$ cat src/bese_pkg.sv
// shared types, constants and tables for the battery energy monitor
`timescale 1ns / 1ps

package bese_pkg;

    // field widths
    localparam int CMD_W      = 2;
    localparam int BUS_W      = 15;
    localparam int CUR_W      = 16;
    localparam int TEMP_W     = 12;
    localparam int TS_W       = 32;
    localparam int POWER_W    = 22;
    localparam int ENERGY_W   = 33;
    localparam int SOC_W      = 10;
    localparam int FCODE_W    = 2;
    localparam int CELL_W     = 4;
    localparam int CUTOFF_W   = 13;
    localparam int IMAX_W     = 15;
    localparam int CFG_IDX_W  = 2;
    localparam int CFG_DATA_W = 15;

    localparam int IN_TDATA_W    = 80;
    localparam int OUT_FIELDS_W  = POWER_W + ENERGY_W + SOC_W + 1 + FCODE_W;
    localparam int OUT_TDATA_W   = 72;
    localparam int OUT_PAD_W     = OUT_TDATA_W - OUT_FIELDS_W;

    // datapath widths
    localparam int ACC_W     = 64;
    localparam int DIVR_W    = 32;
    localparam int MUL_W     = 32;
    localparam int PMAG_W    = 30;
    localparam int VOLT_W    = 13;
    localparam int PCT_W     = 7;
    localparam int VN_W      = VOLT_W + CELL_W;
    localparam int DPCT_W    = PCT_W + CELL_W;
    localparam int DIV_CNT_W = 6;

    // soc table
    localparam int SOC_POINTS = 10;
    localparam int SOC_IW     = $clog2(SOC_POINTS);

    // arithmetic constants
    localparam logic [DIVR_W-1:0]    POWER_DIV        = 32'd1000;
    localparam logic [DIVR_W-1:0]    ENERGY_DIV       = 32'd3600000000;
    localparam logic [CELL_W-1:0]    PCT_SCALE        = 4'd10;
    localparam logic [DIV_CNT_W-1:0] DIV_STEPS_WIDE   = 6'd32;
    localparam logic [DIV_CNT_W-1:0] DIV_STEPS_NARROW = 6'd16;
    localparam logic [ACC_W-1:0]     ACC_MAX          = {1'b0, {(ACC_W-1){1'b1}}};
    localparam logic [ACC_W-1:0]     ACC_MIN          = {1'b1, {(ACC_W-1){1'b0}}};

    // command codes
    localparam logic [CMD_W-1:0] CMD_SAMPLE      = 2'd0;
    localparam logic [CMD_W-1:0] CMD_SESSION_RST = 2'd1;
    localparam logic [CMD_W-1:0] CMD_FAULT_CLR   = 2'd2;

    // fault codes
    localparam logic [FCODE_W-1:0] FLT_NONE      = 2'd0;
    localparam logic [FCODE_W-1:0] FLT_OVER_VOLT = 2'd1;
    localparam logic [FCODE_W-1:0] FLT_OVER_TEMP = 2'd2;
    localparam logic [FCODE_W-1:0] FLT_OVER_CUR  = 2'd3;

    // register indexes
    localparam logic [CFG_IDX_W-1:0] CFG_CELL_COUNT  = 2'd0;
    localparam logic [CFG_IDX_W-1:0] CFG_CELL_CUTOFF = 2'd1;
    localparam logic [CFG_IDX_W-1:0] CFG_TEMP_CUTOFF = 2'd2;
    localparam logic [CFG_IDX_W-1:0] CFG_CURRENT_MAX = 2'd3;

    // register reset values
    localparam logic [CELL_W-1:0]   CELL_COUNT_RST  = 4'd3;
    localparam logic [CUTOFF_W-1:0] CELL_CUTOFF_RST = 13'd4250;
    localparam logic [TEMP_W-1:0]   TEMP_CUTOFF_RST = 12'd960;
    localparam logic [IMAX_W-1:0]   CURRENT_MAX_RST = 15'd400;

    typedef enum logic [3:0] {
        ST_IDLE,
        ST_CMD,
        ST_MUL_P,
        ST_MUL_E,
        ST_ACC,
        ST_PDIV,
        ST_EDIV_GO,
        ST_EDIV,
        ST_SOC_FIRST,
        ST_SOC_LAST,
        ST_SOC_SRCH,
        ST_SOC_MUL,
        ST_SOC_DIV_GO,
        ST_SOC_DIV,
        ST_FAULT,
        ST_OUT
    } t_state;

    typedef enum logic [1:0] {
        MUL_POWER,
        MUL_ENERGY,
        MUL_SOC
    } t_mul_sel;

    typedef enum logic [1:0] {
        DIV_POWER,
        DIV_ENERGY,
        DIV_SOC
    } t_div_sel;

    typedef struct packed {
        logic     in_ready;
        logic     load_in;
        logic     mul_en;
        t_mul_sel mul_sel;
        logic     acc_upd;
        logic     sess_rst;
        logic     flt_clr;
        logic     div_start;
        t_div_sel div_sel;
        logic     power_wr;
        logic     energy_wr;
        logic     seg_last;
        logic     seg_mid;
        logic     seg_inc;
        logic     soc_const_wr;
        logic     soc_div_wr;
        logic     flt_chk;
        logic     out_wr;
    } t_ctrl;

    typedef struct packed {
        logic [CMD_W-1:0] cmd;
        logic             div_busy;
        logic             seg_le;
        logic             seg_ge;
        logic             out_busy;
    } t_stat;

    function automatic logic [VOLT_W-1:0] soc_volt_mv(input logic [SOC_IW-1:0] idx);
        logic [VOLT_W-1:0] v;
        unique case (idx)
            4'd0:    v = 13'd3000;
            4'd1:    v = 13'd3200;
            4'd2:    v = 13'd3400;
            4'd3:    v = 13'd3600;
            4'd4:    v = 13'd3700;
            4'd5:    v = 13'd3800;
            4'd6:    v = 13'd3900;
            4'd7:    v = 13'd4000;
            4'd8:    v = 13'd4100;
            4'd9:    v = 13'd4200;
            default: v = '0;
        endcase
        return v;
    endfunction

    function automatic logic [PCT_W-1:0] soc_pct(input logic [SOC_IW-1:0] idx);
        logic [PCT_W-1:0] p;
        unique case (idx)
            4'd0:    p = 7'd0;
            4'd1:    p = 7'd5;
            4'd2:    p = 7'd10;
            4'd3:    p = 7'd30;
            4'd4:    p = 7'd50;
            4'd5:    p = 7'd70;
            4'd6:    p = 7'd85;
            4'd7:    p = 7'd93;
            4'd8:    p = 7'd98;
            4'd9:    p = 7'd100;
            default: p = '0;
        endcase
        return p;
    endfunction

endpackage

$ cat src/bese_div.sv
// shared unsigned divider, two quotient bits per cycle
`timescale 1ns / 1ps

module bese_div
    import bese_pkg::*;
(
    input  logic              i_clk,
    input  logic              i_rst_n,
    input  logic              i_start,
    input  logic              i_wide,
    input  logic [ACC_W-1:0]  i_dividend,
    input  logic [DIVR_W-1:0] i_divisor,
    output logic              o_busy,
    output logic [ACC_W-1:0]  o_quotient
);

    logic                 r_busy;
    logic [DIV_CNT_W-1:0] r_cnt;
    logic [DIVR_W-1:0]    r_rem;
    logic [DIVR_W-1:0]    r_div;
    logic [ACC_W-1:0]     r_quo;

    logic [DIVR_W:0]   w_s1;
    logic [DIVR_W:0]   w_s2;
    logic              w_ge1;
    logic              w_ge2;
    logic [DIVR_W-1:0] w_r1;
    logic [DIVR_W-1:0] w_r2;

    always_comb begin
        w_s1  = {r_rem, r_quo[ACC_W-1]};
        w_ge1 = w_s1 >= {1'b0, r_div};
        w_r1  = w_ge1 ? DIVR_W'(w_s1 - {1'b0, r_div}) : w_s1[DIVR_W-1:0];
        w_s2  = {w_r1, r_quo[ACC_W-2]};
        w_ge2 = w_s2 >= {1'b0, r_div};
        w_r2  = w_ge2 ? DIVR_W'(w_s2 - {1'b0, r_div}) : w_s2[DIVR_W-1:0];
    end

    always_ff @(posedge i_clk) begin
        if (!i_rst_n) begin
            r_busy <= 1'b0;
            r_cnt  <= '0;
        end else if (i_start) begin
            r_busy <= 1'b1;
            r_cnt  <= i_wide ? DIV_STEPS_WIDE : DIV_STEPS_NARROW;
        end else if (r_busy) begin
            r_cnt <= r_cnt - DIV_CNT_W'(1);
            if (r_cnt == DIV_CNT_W'(1)) begin
                r_busy <= 1'b0;
            end
        end
    end

    always_ff @(posedge i_clk) begin
        if (i_start) begin
            r_rem <= '0;
            r_div <= i_divisor;
            r_quo <= i_wide ? i_dividend
                            : {i_dividend[ACC_W-DIVR_W-1:0], {DIVR_W{1'b0}}};
        end else if (r_busy) begin
            r_rem <= w_r2;
            r_quo <= {r_quo[ACC_W-3:0], w_ge1, w_ge2};
        end
    end

    assign o_busy     = r_busy;
    assign o_quotient = r_quo;

endmodule

$ cat src/bese_dp.sv
// datapath: input and config registers, multiplier, accumulator, soc and fault logic
`timescale 1ns / 1ps

module bese_dp
    import bese_pkg::*;
(
    input  logic                  i_clk,
    input  logic                  i_rst_n,
    input  t_ctrl                 i_ctrl,
    output t_stat                 o_stat,
    input  logic [CMD_W-1:0]      i_command,
    input  logic [BUS_W-1:0]      i_bus_voltage_mv,
    input  logic [CUR_W-1:0]      i_current_ma,
    input  logic [TEMP_W-1:0]     i_cell_temp,
    input  logic [TS_W-1:0]       i_timestamp_ms,
    input  logic                  i_cfg_valid,
    input  logic [CFG_IDX_W-1:0]  i_cfg_index,
    input  logic [CFG_DATA_W-1:0] i_cfg_data,
    input  logic                  i_out_ready,
    output logic                  o_out_valid,
    output logic [POWER_W-1:0]    o_power_mw,
    output logic [ENERGY_W-1:0]   o_energy_mwh,
    output logic [SOC_W-1:0]      o_soc_permille,
    output logic                  o_fault_active,
    output logic [FCODE_W-1:0]    o_fault_code
);

    // config
    logic [CELL_W-1:0]   r_cell_count;
    logic [CUTOFF_W-1:0] r_cell_cutoff;
    logic [TEMP_W-1:0]   r_temp_cutoff;
    logic [IMAX_W-1:0]   r_current_max;

    // session state
    logic [ACC_W-1:0]   r_acc;
    logic [TS_W-1:0]    r_last;
    logic               r_flt;
    logic [FCODE_W-1:0] r_reason;
    logic [CMD_W-1:0]   r_cmd;
    logic               r_out_valid;

    // item payload
    logic [BUS_W-1:0]    r_bus;
    logic [CUR_W-1:0]    r_cur;
    logic [TEMP_W-1:0]   r_temp;
    logic [TS_W-1:0]     r_now;
    logic [ACC_W-1:0]    r_prod;
    logic [PMAG_W-1:0]   r_pmag;
    logic [SOC_IW-1:0]   r_seg;
    logic [POWER_W-1:0]  r_power;
    logic [ENERGY_W-1:0] r_energy;
    logic [SOC_W-1:0]    r_soc;
    logic [POWER_W-1:0]  r_o_power;
    logic [ENERGY_W-1:0] r_o_energy;
    logic [SOC_W-1:0]    r_o_soc;
    logic                r_o_flt;
    logic [FCODE_W-1:0]  r_o_code;

    logic [CELL_W-1:0]   w_n;
    logic [VN_W-1:0]     w_bus_x;
    logic [SOC_IW-1:0]   w_seg_m1;
    logic [VN_W-1:0]     w_vn_cur;
    logic [VN_W-1:0]     w_vn_prev;
    logic [VOLT_W-1:0]   w_dv;
    logic [VN_W-1:0]     w_den;
    logic [PCT_W-1:0]    w_dpct;
    logic [DPCT_W-1:0]   w_dpct10;
    logic [SOC_W-1:0]    w_soc_cur;
    logic [SOC_W-1:0]    w_soc_prev;
    logic [CUR_W:0]      w_cur_ext;
    logic [CUR_W:0]      w_cur_mag;
    logic                w_neg;
    logic [MUL_W-1:0]    w_mul_a;
    logic [MUL_W-1:0]    w_mul_b;
    logic [ACC_W-1:0]    w_mul_p;
    logic [ACC_W-1:0]    w_d;
    logic [ACC_W:0]      w_sum;
    logic [ACC_W-1:0]    w_acc_sat;
    logic [ACC_W-1:0]    w_acc_mag;
    logic [ACC_W-1:0]    w_div_num;
    logic [DIVR_W-1:0]   w_div_den;
    logic                w_div_wide;
    logic                w_div_busy;
    logic [ACC_W-1:0]    w_quo;
    logic [POWER_W-1:0]  w_pq;
    logic [ENERGY_W-1:0] w_eq;
    logic [VN_W-1:0]     w_ov_lim;
    logic                w_ov;
    logic                w_ot;
    logic                w_oc;

    // soc segment arithmetic
    assign w_n        = (r_cell_count == '0) ? CELL_W'(1) : r_cell_count;
    assign w_bus_x    = VN_W'(r_bus);
    assign w_seg_m1   = r_seg - SOC_IW'(1);
    assign w_vn_cur   = VN_W'(soc_volt_mv(r_seg)) * VN_W'(w_n);
    assign w_vn_prev  = VN_W'(soc_volt_mv(w_seg_m1)) * VN_W'(w_n);
    assign w_dv       = soc_volt_mv(r_seg) - soc_volt_mv(w_seg_m1);
    assign w_den      = VN_W'(w_dv) * VN_W'(w_n);
    assign w_dpct     = soc_pct(r_seg) - soc_pct(w_seg_m1);
    assign w_dpct10   = DPCT_W'(w_dpct) * DPCT_W'(PCT_SCALE);
    assign w_soc_cur  = SOC_W'(soc_pct(r_seg)) * SOC_W'(PCT_SCALE);
    assign w_soc_prev = SOC_W'(soc_pct(w_seg_m1)) * SOC_W'(PCT_SCALE);

    // current magnitude and sign
    assign w_neg     = r_cur[CUR_W-1];
    assign w_cur_ext = {r_cur[CUR_W-1], r_cur};
    assign w_cur_mag = w_neg ? ((CUR_W+1)'(0) - w_cur_ext) : w_cur_ext;

    // shared multiplier
    always_comb begin
        unique case (i_ctrl.mul_sel)
            MUL_POWER: begin
                w_mul_a = MUL_W'(r_bus);
                w_mul_b = MUL_W'(w_cur_mag);
            end
            MUL_ENERGY: begin
                w_mul_a = MUL_W'(r_prod[PMAG_W-1:0]);
                w_mul_b = r_now - r_last;
            end
            MUL_SOC: begin
                w_mul_a = MUL_W'(w_bus_x - w_vn_prev);
                w_mul_b = MUL_W'(w_dpct10);
            end
            default: begin
                w_mul_a = '0;
                w_mul_b = '0;
            end
        endcase
    end

    assign w_mul_p = ACC_W'(w_mul_a) * ACC_W'(w_mul_b);

    // saturating accumulate
    assign w_d       = w_neg ? (ACC_W'(0) - r_prod) : r_prod;
    assign w_sum     = {r_acc[ACC_W-1], r_acc} + {w_d[ACC_W-1], w_d};
    assign w_acc_sat = (w_sum[ACC_W] != w_sum[ACC_W-1]) ?
                       (w_sum[ACC_W] ? ACC_MIN : ACC_MAX) : w_sum[ACC_W-1:0];
    assign w_acc_mag = r_acc[ACC_W-1] ? (ACC_W'(0) - r_acc) : r_acc;

    // divider operands
    always_comb begin
        unique case (i_ctrl.div_sel)
            DIV_POWER: begin
                w_div_num  = ACC_W'(r_pmag);
                w_div_den  = POWER_DIV;
                w_div_wide = 1'b0;
            end
            DIV_ENERGY: begin
                w_div_num  = w_acc_mag;
                w_div_den  = ENERGY_DIV;
                w_div_wide = 1'b1;
            end
            DIV_SOC: begin
                w_div_num  = r_prod;
                w_div_den  = DIVR_W'(w_den);
                w_div_wide = 1'b0;
            end
            default: begin
                w_div_num  = '0;
                w_div_den  = POWER_DIV;
                w_div_wide = 1'b0;
            end
        endcase
    end

    bese_div u_div (
        .i_clk      (i_clk),
        .i_rst_n    (i_rst_n),
        .i_start    (i_ctrl.div_start),
        .i_wide     (w_div_wide),
        .i_dividend (w_div_num),
        .i_divisor  (w_div_den),
        .o_busy     (w_div_busy),
        .o_quotient (w_quo)
    );

    assign w_pq = w_quo[POWER_W-1:0];
    assign w_eq = w_quo[ENERGY_W-1:0];

    // fault checks in priority order
    assign w_ov_lim = VN_W'(r_cell_cutoff) * VN_W'(w_n);
    assign w_ov     = w_bus_x > w_ov_lim;
    assign w_ot     = $signed(r_temp) > $signed(r_temp_cutoff);
    assign w_oc     = $signed(r_cur) > $signed({1'b0, r_current_max});

    always_ff @(posedge i_clk) begin
        if (!i_rst_n) begin
            r_cell_count  <= CELL_COUNT_RST;
            r_cell_cutoff <= CELL_CUTOFF_RST;
            r_temp_cutoff <= TEMP_CUTOFF_RST;
            r_current_max <= CURRENT_MAX_RST;
            r_acc         <= '0;
            r_last        <= '0;
            r_flt         <= 1'b0;
            r_reason      <= FLT_NONE;
            r_cmd         <= CMD_SAMPLE;
            r_out_valid   <= 1'b0;
        end else begin
            if (i_cfg_valid) begin
                unique case (i_cfg_index)
                    CFG_CELL_COUNT:  r_cell_count  <= i_cfg_data[CELL_W-1:0];
                    CFG_CELL_CUTOFF: r_cell_cutoff <= i_cfg_data[CUTOFF_W-1:0];
                    CFG_TEMP_CUTOFF: r_temp_cutoff <= i_cfg_data[TEMP_W-1:0];
                    CFG_CURRENT_MAX: r_current_max <= i_cfg_data[IMAX_W-1:0];
                    default:         r_current_max <= r_current_max;
                endcase
            end
            if (i_ctrl.load_in) begin
                r_cmd <= i_command;
            end
            if (i_ctrl.acc_upd) begin
                if (r_last != '0) begin
                    r_acc <= w_acc_sat;
                end
                r_last <= r_now;
            end
            if (i_ctrl.sess_rst) begin
                r_acc    <= '0;
                r_last   <= r_now;
                r_flt    <= 1'b0;
                r_reason <= FLT_NONE;
            end
            if (i_ctrl.flt_clr) begin
                r_flt    <= 1'b0;
                r_reason <= FLT_NONE;
            end
            if (i_ctrl.flt_chk) begin
                priority if (w_ov) begin
                    r_flt    <= 1'b1;
                    r_reason <= FLT_OVER_VOLT;
                end else if (w_ot) begin
                    r_flt    <= 1'b1;
                    r_reason <= FLT_OVER_TEMP;
                end else if (w_oc) begin
                    r_flt    <= 1'b1;
                    r_reason <= FLT_OVER_CUR;
                end
            end
            if (i_ctrl.out_wr) begin
                r_out_valid <= 1'b1;
            end else if (i_out_ready) begin
                r_out_valid <= 1'b0;
            end
        end
    end

    always_ff @(posedge i_clk) begin
        if (i_ctrl.load_in) begin
            r_bus   <= i_bus_voltage_mv;
            r_cur   <= i_current_ma;
            r_temp  <= i_cell_temp;
            r_now   <= i_timestamp_ms;
            r_power <= '0;
            r_soc   <= '0;
            r_seg   <= '0;
        end
        if (i_ctrl.mul_en) begin
            r_prod <= w_mul_p;
            if (i_ctrl.mul_sel == MUL_ENERGY) begin
                r_pmag <= r_prod[PMAG_W-1:0];
            end
        end
        if (i_ctrl.power_wr) begin
            r_power <= w_neg ? (POWER_W'(0) - w_pq) : w_pq;
        end
        if (i_ctrl.energy_wr) begin
            r_energy <= r_acc[ACC_W-1] ? (ENERGY_W'(0) - w_eq) : w_eq;
        end
        if (i_ctrl.seg_last) begin
            r_seg <= SOC_IW'(SOC_POINTS - 1);
        end else if (i_ctrl.seg_mid) begin
            r_seg <= SOC_IW'(1);
        end else if (i_ctrl.seg_inc) begin
            r_seg <= r_seg + SOC_IW'(1);
        end
        if (i_ctrl.soc_const_wr) begin
            r_soc <= w_soc_cur;
        end else if (i_ctrl.soc_div_wr) begin
            r_soc <= w_soc_prev + w_quo[SOC_W-1:0];
        end
        if (i_ctrl.out_wr) begin
            r_o_power  <= r_power;
            r_o_energy <= r_energy;
            r_o_soc    <= r_soc;
            r_o_flt    <= r_flt;
            r_o_code   <= r_reason;
        end
    end

    always_comb begin
        o_stat.cmd      = r_cmd;
        o_stat.div_busy = w_div_busy;
        o_stat.seg_le   = w_bus_x <= w_vn_cur;
        o_stat.seg_ge   = w_bus_x >= w_vn_cur;
        o_stat.out_busy = r_out_valid && !i_out_ready;
    end

    assign o_out_valid    = r_out_valid;
    assign o_power_mw     = r_o_power;
    assign o_energy_mwh   = r_o_energy;
    assign o_soc_permille = r_o_soc;
    assign o_fault_active = r_o_flt;
    assign o_fault_code   = r_o_code;

endmodule

$ cat src/bese_ctrl.sv
// controller state machine sequencing one command through the datapath
`timescale 1ns / 1ps

module bese_ctrl
    import bese_pkg::*;
(
    input  logic  i_clk,
    input  logic  i_rst_n,
    input  logic  i_in_valid,
    input  t_stat i_stat,
    output t_ctrl o_ctrl
);

    t_state r_state;
    t_state n_state;
    logic   w_sample;

    assign w_sample = i_stat.cmd == CMD_SAMPLE;

    always_ff @(posedge i_clk) begin
        if (!i_rst_n) begin
            r_state <= ST_IDLE;
        end else begin
            r_state <= n_state;
        end
    end

    always_comb begin
        n_state = r_state;
        unique case (r_state)
            ST_IDLE:       if (i_in_valid) n_state = ST_CMD;
            ST_CMD:        n_state = w_sample ? ST_MUL_P : ST_EDIV_GO;
            ST_MUL_P:      n_state = ST_MUL_E;
            ST_MUL_E:      n_state = ST_ACC;
            ST_ACC:        n_state = ST_PDIV;
            ST_PDIV:       if (!i_stat.div_busy) n_state = ST_EDIV_GO;
            ST_EDIV_GO:    n_state = ST_EDIV;
            ST_EDIV: begin
                if (!i_stat.div_busy) begin
                    n_state = w_sample ? ST_SOC_FIRST : ST_OUT;
                end
            end
            ST_SOC_FIRST:  n_state = i_stat.seg_le ? ST_FAULT : ST_SOC_LAST;
            ST_SOC_LAST:   n_state = i_stat.seg_ge ? ST_FAULT : ST_SOC_SRCH;
            ST_SOC_SRCH:   if (i_stat.seg_le) n_state = ST_SOC_MUL;
            ST_SOC_MUL:    n_state = ST_SOC_DIV_GO;
            ST_SOC_DIV_GO: n_state = ST_SOC_DIV;
            ST_SOC_DIV:    if (!i_stat.div_busy) n_state = ST_FAULT;
            ST_FAULT:      n_state = ST_OUT;
            ST_OUT:        if (!i_stat.out_busy) n_state = ST_IDLE;
            default:       n_state = ST_IDLE;
        endcase
    end

    always_comb begin
        o_ctrl = '0;
        unique case (r_state)
            ST_IDLE: begin
                o_ctrl.in_ready = 1'b1;
                o_ctrl.load_in  = i_in_valid;
            end
            ST_CMD: begin
                o_ctrl.sess_rst = i_stat.cmd == CMD_SESSION_RST;
                o_ctrl.flt_clr  = i_stat.cmd == CMD_FAULT_CLR;
            end
            ST_MUL_P: begin
                o_ctrl.mul_en  = 1'b1;
                o_ctrl.mul_sel = MUL_POWER;
            end
            ST_MUL_E: begin
                o_ctrl.mul_en  = 1'b1;
                o_ctrl.mul_sel = MUL_ENERGY;
            end
            ST_ACC: begin
                o_ctrl.acc_upd   = 1'b1;
                o_ctrl.div_start = 1'b1;
                o_ctrl.div_sel   = DIV_POWER;
            end
            ST_PDIV:       o_ctrl.power_wr = !i_stat.div_busy;
            ST_EDIV_GO: begin
                o_ctrl.div_start = 1'b1;
                o_ctrl.div_sel   = DIV_ENERGY;
            end
            ST_EDIV:       o_ctrl.energy_wr = !i_stat.div_busy;
            ST_SOC_FIRST: begin
                o_ctrl.soc_const_wr = i_stat.seg_le;
                o_ctrl.seg_last     = !i_stat.seg_le;
            end
            ST_SOC_LAST: begin
                o_ctrl.soc_const_wr = i_stat.seg_ge;
                o_ctrl.seg_mid      = !i_stat.seg_ge;
            end
            ST_SOC_SRCH:   o_ctrl.seg_inc = !i_stat.seg_le;
            ST_SOC_MUL: begin
                o_ctrl.mul_en  = 1'b1;
                o_ctrl.mul_sel = MUL_SOC;
            end
            ST_SOC_DIV_GO: begin
                o_ctrl.div_start = 1'b1;
                o_ctrl.div_sel   = DIV_SOC;
            end
            ST_SOC_DIV:    o_ctrl.soc_div_wr = !i_stat.div_busy;
            ST_FAULT:      o_ctrl.flt_chk = 1'b1;
            ST_OUT:        o_ctrl.out_wr = !i_stat.out_busy;
            default:       o_ctrl = '0;
        endcase
    end

endmodule

$ cat src/battery_energy_soc_fault_monitor.sv
// top level of the battery energy, state-of-charge and fault monitor
`timescale 1ns / 1ps

// One command is worked on at a time. The shared divider produces two quotient bits per
// cycle and runs up to three times: for power, for energy and for the soc interpolation.
// The shared multiplier makes up to three passes. The soc segment search steps through the
// voltage table one point per cycle. A voltage clamped at either end of the table skips the
// search and its division. Reset-session, clear-fault and the spare command run only the
// energy division. The next command is accepted as soon as the result is in the output
// register, even while that result still waits to be taken. A result still waiting when the
// next one is ready holds the block.
module battery_energy_soc_fault_monitor
    import bese_pkg::*;
(
    input  logic                   i_clk,
    input  logic                   i_rst_n,
    input  logic                   s_axis_tvalid,
    output logic                   s_axis_tready,
    // bus_voltage_mv, current_ma, cell_temp, timestamp_ms, zero pad
    input  logic [IN_TDATA_W-1:0]  s_axis_tdata,
    // command
    input  logic [CMD_W-1:0]       s_axis_tuser,
    output logic                   m_axis_tvalid,
    input  logic                   m_axis_tready,
    // power_mw, energy_mwh, soc_permille, fault_active, fault_code, zero pad
    output logic [OUT_TDATA_W-1:0] m_axis_tdata,
    input  logic                   i_cfg_valid,
    output logic                   o_cfg_ready,
    input  logic [CFG_IDX_W-1:0]   i_cfg_index,
    input  logic [CFG_DATA_W-1:0]  i_cfg_data
);

    localparam int CUR_LO  = BUS_W;
    localparam int TEMP_LO = CUR_LO + CUR_W;
    localparam int TS_LO   = TEMP_LO + TEMP_W;

    t_ctrl               w_ctrl;
    t_stat               w_stat;
    logic [POWER_W-1:0]  w_power;
    logic [ENERGY_W-1:0] w_energy;
    logic [SOC_W-1:0]    w_soc;
    logic                w_flt;
    logic [FCODE_W-1:0]  w_code;

    bese_ctrl u_ctrl (
        .i_clk      (i_clk),
        .i_rst_n    (i_rst_n),
        .i_in_valid (s_axis_tvalid),
        .i_stat     (w_stat),
        .o_ctrl     (w_ctrl)
    );

    bese_dp u_dp (
        .i_clk            (i_clk),
        .i_rst_n          (i_rst_n),
        .i_ctrl           (w_ctrl),
        .o_stat           (w_stat),
        .i_command        (s_axis_tuser),
        .i_bus_voltage_mv (s_axis_tdata[BUS_W-1:0]),
        .i_current_ma     (s_axis_tdata[TEMP_LO-1:CUR_LO]),
        .i_cell_temp      (s_axis_tdata[TS_LO-1:TEMP_LO]),
        .i_timestamp_ms   (s_axis_tdata[TS_LO+TS_W-1:TS_LO]),
        .i_cfg_valid      (i_cfg_valid),
        .i_cfg_index      (i_cfg_index),
        .i_cfg_data       (i_cfg_data),
        .i_out_ready      (m_axis_tready),
        .o_out_valid      (m_axis_tvalid),
        .o_power_mw       (w_power),
        .o_energy_mwh     (w_energy),
        .o_soc_permille   (w_soc),
        .o_fault_active   (w_flt),
        .o_fault_code     (w_code)
    );

    assign s_axis_tready = w_ctrl.in_ready;
    assign o_cfg_ready   = 1'b1;
    assign m_axis_tdata  = {{OUT_PAD_W{1'b0}}, w_code, w_flt, w_soc, w_energy, w_power};

endmodule

$ cat config.mk
export PLATFORM = sky130hd
export DESIGN_NAME = battery_energy_soc_fault_monitor
export DESIGN_NICKNAME = d
export VERILOG_FILES = /design/src/bese_pkg.sv /design/src/bese_div.sv /design/src/bese_dp.sv /design/src/bese_ctrl.sv /design/src/battery_energy_soc_fault_monitor.sv
export SDC_FILE = /design/constraint.sdc
export NUM_CORES = 2
export LEC_CHECK = 0
export BUFFER_PORTS_ARGS = -buffer_cell sky130_fd_sc_hd__buf_4
export CORE_UTILIZATION = 32
export CTS_CLUSTER_DIAMETER = 80
export DETAILED_ROUTE_END_ITERATION = 8
export PLACE_DENSITY_LB_ADDON = 0.25
export SETUP_SLACK_MARGIN = 0.3
export SLEW_MARGIN = 30
export SYNTH_ARGS = -nofsm -noshare
export SYNTH_HDL_FRONTEND = slang
export SYNTH_SLANG_ARGS = --single-unit
$ cat constraint.sdc
create_clock -name i_clk -period 15.6 [get_ports i_clk]
set_clock_uncertainty 0.05 [all_clocks]
set_input_delay 0.78 -clock i_clk [delete_from_list [all_inputs] [get_ports i_clk]]
set_output_delay 0.78 -clock i_clk [all_outputs]
set_load 0.02 [all_outputs]
==> flow_metrics.tcl <==
set metrics [dict create \
    cts_buffers 76 \
    hold_violations 0 \
    final.period_utilization_pct 92.6 \
    synth_seq_area_share_pct 20.5 \
    cts_tree "yes" \
    startpoint "u_dp.r_seg[2]" \
    required_ns 16.01 \
    final_cells 11600 \
    grt_most_used_layer "met2" \
    p_seq_share_pct 14.5 \
    num_rows 177 \
    post_cts_buffers 0 \
    power.leakage_nw 37.8 \
    core_area_sq_um 233000 \
    dpl_cell_area_sq_um 80200 \
    final.setup.tns_ns 0 \
    synthCells 8408 \
    internal_power_mw 8.72 \
    crit_path_end_kind "flip-flop" \
    synth_edf_count 381 \
    grt_antenna_before_repair 11 \
    final_cell_area_sq_um 82900 \
    ctsRootBufferMaster "clkbuf_16" \
    placed_cells 11500 \
    ys.warnings.count 0 \
    path_clk_slew_ns 0.06 \
    use_met1_pct 28.2 \
    switchingPower_mw 9.57 \
    die_h_um 486 \
    clock_path_buffers 3 \
    tightest_slew_ns 1.07 \
    fmax_mhz 69.2 \
    numClockSinks 575 \
    syn_avg_cell_area_sq_um 8.91 \
    p_total_mw 18.3 \
    wire_per_inst_um 21.4 \
    num-nets-final 10200 \
    dpl.hpwl_mm 198 \
    p_per_area_nw_per_um2 221 \
    min_from "s_axis_tdata[58]" \
    setup_viol 0 \
    port_buffers 168 \
    synth.cell_area_sq_um 74900 \
    grt_util_met2_pct 33.9 \
    cp_max_fo 19 \
    dieArea_sq_um 236000 \
    swShare_pct 52.3 \
    grt_max_degree 88 \
    slew_viol_final 0 \
    reg2reg_slack_ns 1.15 \
    ys_async_sr_fraction_pct 0 \
    critPathMaxStageDelay_ns 0.62 \
    grt_setup_unrepaired "no" \
    drcViolationCount 0 \
    overflow 0 \
    ys_types 104 \
    drt_iter0_drc 4543 \
    first_global_vias 61400 \
    drt_wl_total_mm 249 \
    critPathSlowestCell "a21oi_2" \
    cts_htree_levels 3 \
    multi_input_area_sq_um 53600 \
    status "complete, no violations" \
    min_period_ns 14.45 \
    num_vias 60200 \
    maxCapViolations 0 \
    synth_top_area_share_pct 26.5 \
    critPathMostFrequentCell "fa_1" \
    ant_nets 0 \
    whs_ns 0.194 \
    ir_drop_uv 843 \
    grt_pass1_wl_mm 377 \
    ios 179 \
    via_per_inst 5.19 \
    gp_congestion 0.934 \
    synth_area_leaders "fa_1, edfxtp_1, ha_1" \
    crit_type "reg2reg" \
    insertion_delay_ns 0.72 \
    drive_gt1_share_pct 6.95 \
    pwr-share-clk_pct 9.9 \
    arrival_ns 14.85 \
    n_fill_cell 23900 \
    r2r-start "u_dp.r_seg[2]" \
    grt_use_total_pct 20.9 \
    start_util_pct 32.2 \
    synth-seq-cells 575 \
    synth_area_leader_cell "fa_1" \
    synth_ff_type "edfxtp_1" \
    seq_area_sq_um 15300 \
    dr.pass1.iters 6 \
    globalRouteMet3Util_pct 3.04 \
    maxSlewHeadroom_pct 28.1 \
    hold_class "in2reg" \
    syn2layout_area_growth_pct 10.7 \
    die_w_um 486 \
    cp-start-kind "flip-flop" \
    p_comb_share_pct 75.6 \
]
power by group through the flow:
stage / sequential, mW / clock [mW] / combinational [mW]
final: 2.66 / 1.81 / 13.8
after global routing: 2.67 / 1.92 / 15.3
after CTS: 2.66 / 1.87 / 13.8
after detailed placement: 2.69 / 0 / 13.7
after global placement: 2.70 / 0 / 13.6
after floorplan: 2.50 / 0 / 9.85
cell families (layout without fill, tap and decap cells):
logic type / Yosys count / in the layout / synth area share (%)
other cells: 2 / 53 / 0.0100
mux: 63 / 63 / 0.852
fa+ha+maj: 1623 / 1623 / 37.0
xor+xnor: 470 / 470 / 5.50
buf+inv: 1694 / 1788 / 8.58
compound gates: 1443 / 1443 / 12.4
simple gates: 2538 / 2538 / 15.2
flops: 575 / 575 / 20.5
registers in the layout (all words and copies together), names as in the netlist, 22 cells and up:
name / count
u_dp.r_acc: 64
u_dp.r_prod: 64
u_dp.u_div.o_quotient: 64
u_dp.o_energy_mwh: 33
u_dp.r_energy: 33
u_dp.r_last: 32
u_dp.r_now: 32
u_dp.u_div.r_rem: 32
u_dp.r_pmag: 30
u_dp.o_power_mw: 22
u_dp.r_power: 22
cells in the final DEF (no fill, tap or decap), types with 57 or more instances in the layout:
cell type  synthesis  routed
inv_1           1296    1293
nand2_1         1131    1129
fa_1             990     990
nor2_1           636     630
ha_1             623     620
a21oi_1          430     426
edfxtp_1         381     381
buf_4             10     341
o21ai_0          308     305
xnor2_1          305     302
dfxtp_1          194     193
a21o_1           172     172
xor2_1           165     163
nand3_1          148     146
and2_1           107     107
clkbuf_16          0      77
nor3_1            79      75
nand2b_1          68      68
o31ai_1           62      62
and3_1            61      61
nor2b_1           59      58
mux2i_1           57      57
per-layer routing:
layer	vias up	share of wire (%)	wire, um
met3	399	7.0	17300
met2	2071	46	114000
met1	30200	43	108000
met5	-	0.0089	22
li1	27600	-	-
met4	4	3.7	9200
per-stage QoR:
stage          setup WS [ns]  util [%]
2_1_floorplan           2.09         -
3_3_place_gp           0.549      34.5
3_5_place_dp           0.649      34.5
4_1_cts                0.565      35.6
5_1_grt                0.348      35.7
6_report                1.15      35.7
area by class of cell:
type                    count  share of cell area (%)
diodes                      1                 0.00302
clock inverters            48                   0.696
well taps                3043                    4.59
flip-flops and latches    575                    18.5
clock buffers              92                    2.42
inverters                1299                    5.89
multi-input cells        6189                    64.7
repair buffers            349                    3.23
repair_timing:
item / in CTS / in global routing
hold buffers: 0 / 0
gates resized for setup: 0 / 5
endpoints found under the setup margin: 0 / 11
Yosys cell counts (24+ instances only):
| library cell | instances |
|---|---|
| fa_1 | 990 |
| o41ai_1 | 28 |
| o21a_1 | 55 |
| and2_1 | 107 |
| xor2_1 | 165 |
| o31ai_1 | 62 |
| dfxtp_1 | 194 |
| nor2_1 | 636 |
| o21ai_0 | 308 |
| inv_1 | 1296 |
| nor3_1 | 79 |
| nand4_1 | 45 |
| o21bai_1 | 39 |
| and3_1 | 61 |
| o211ai_1 | 24 |
| nand3_1 | 148 |
| clkbuf_1 | 349 |
| nor2b_1 | 59 |
| or4_1 | 25 |
| a22oi_1 | 35 |
| a22o_1 | 34 |
| a21oi_1 | 430 |
| mux2i_1 | 57 |
| a211oi_1 | 57 |
| nand2b_1 | 68 |
| xnor2_1 | 305 |
| nor4_1 | 29 |
| nand2_1 | 1131 |
| or2_2 | 24 |
| ha_1 | 623 |
| a31oi_1 | 28 |
| or3_1 | 50 |
| edfxtp_1 | 381 |
| a21o_1 | 172 |
| buf_1 | 29 |
critical path: cells and delay by family, from the launching register on:
family | cells | cell delay (ns)
buffers and inverters | 8 | 0.79
XOR/XNOR | 2 | 0.50
AND/OR/NAND/NOR | 9 | 1.36
flip-flops | 1 | 0.33
AO/OA/AOI/OAI | 16 | 4.32
multiplexers | 1 | 0.14
adder cells (fa/ha/maj) | 14 | 6.61
worst paths after layout:
check	cells after the start	endpoint
worst max register to register	50	u_dp.r_prod[60]
worst min-delay path	1	u_dp.r_now[15]
worst max-delay path	50	u_dp.r_prod[60]
worst min register to register	0	u_dp.o_power_mw[11]
No activity file was read; power rests on OpenSTA's default activity.
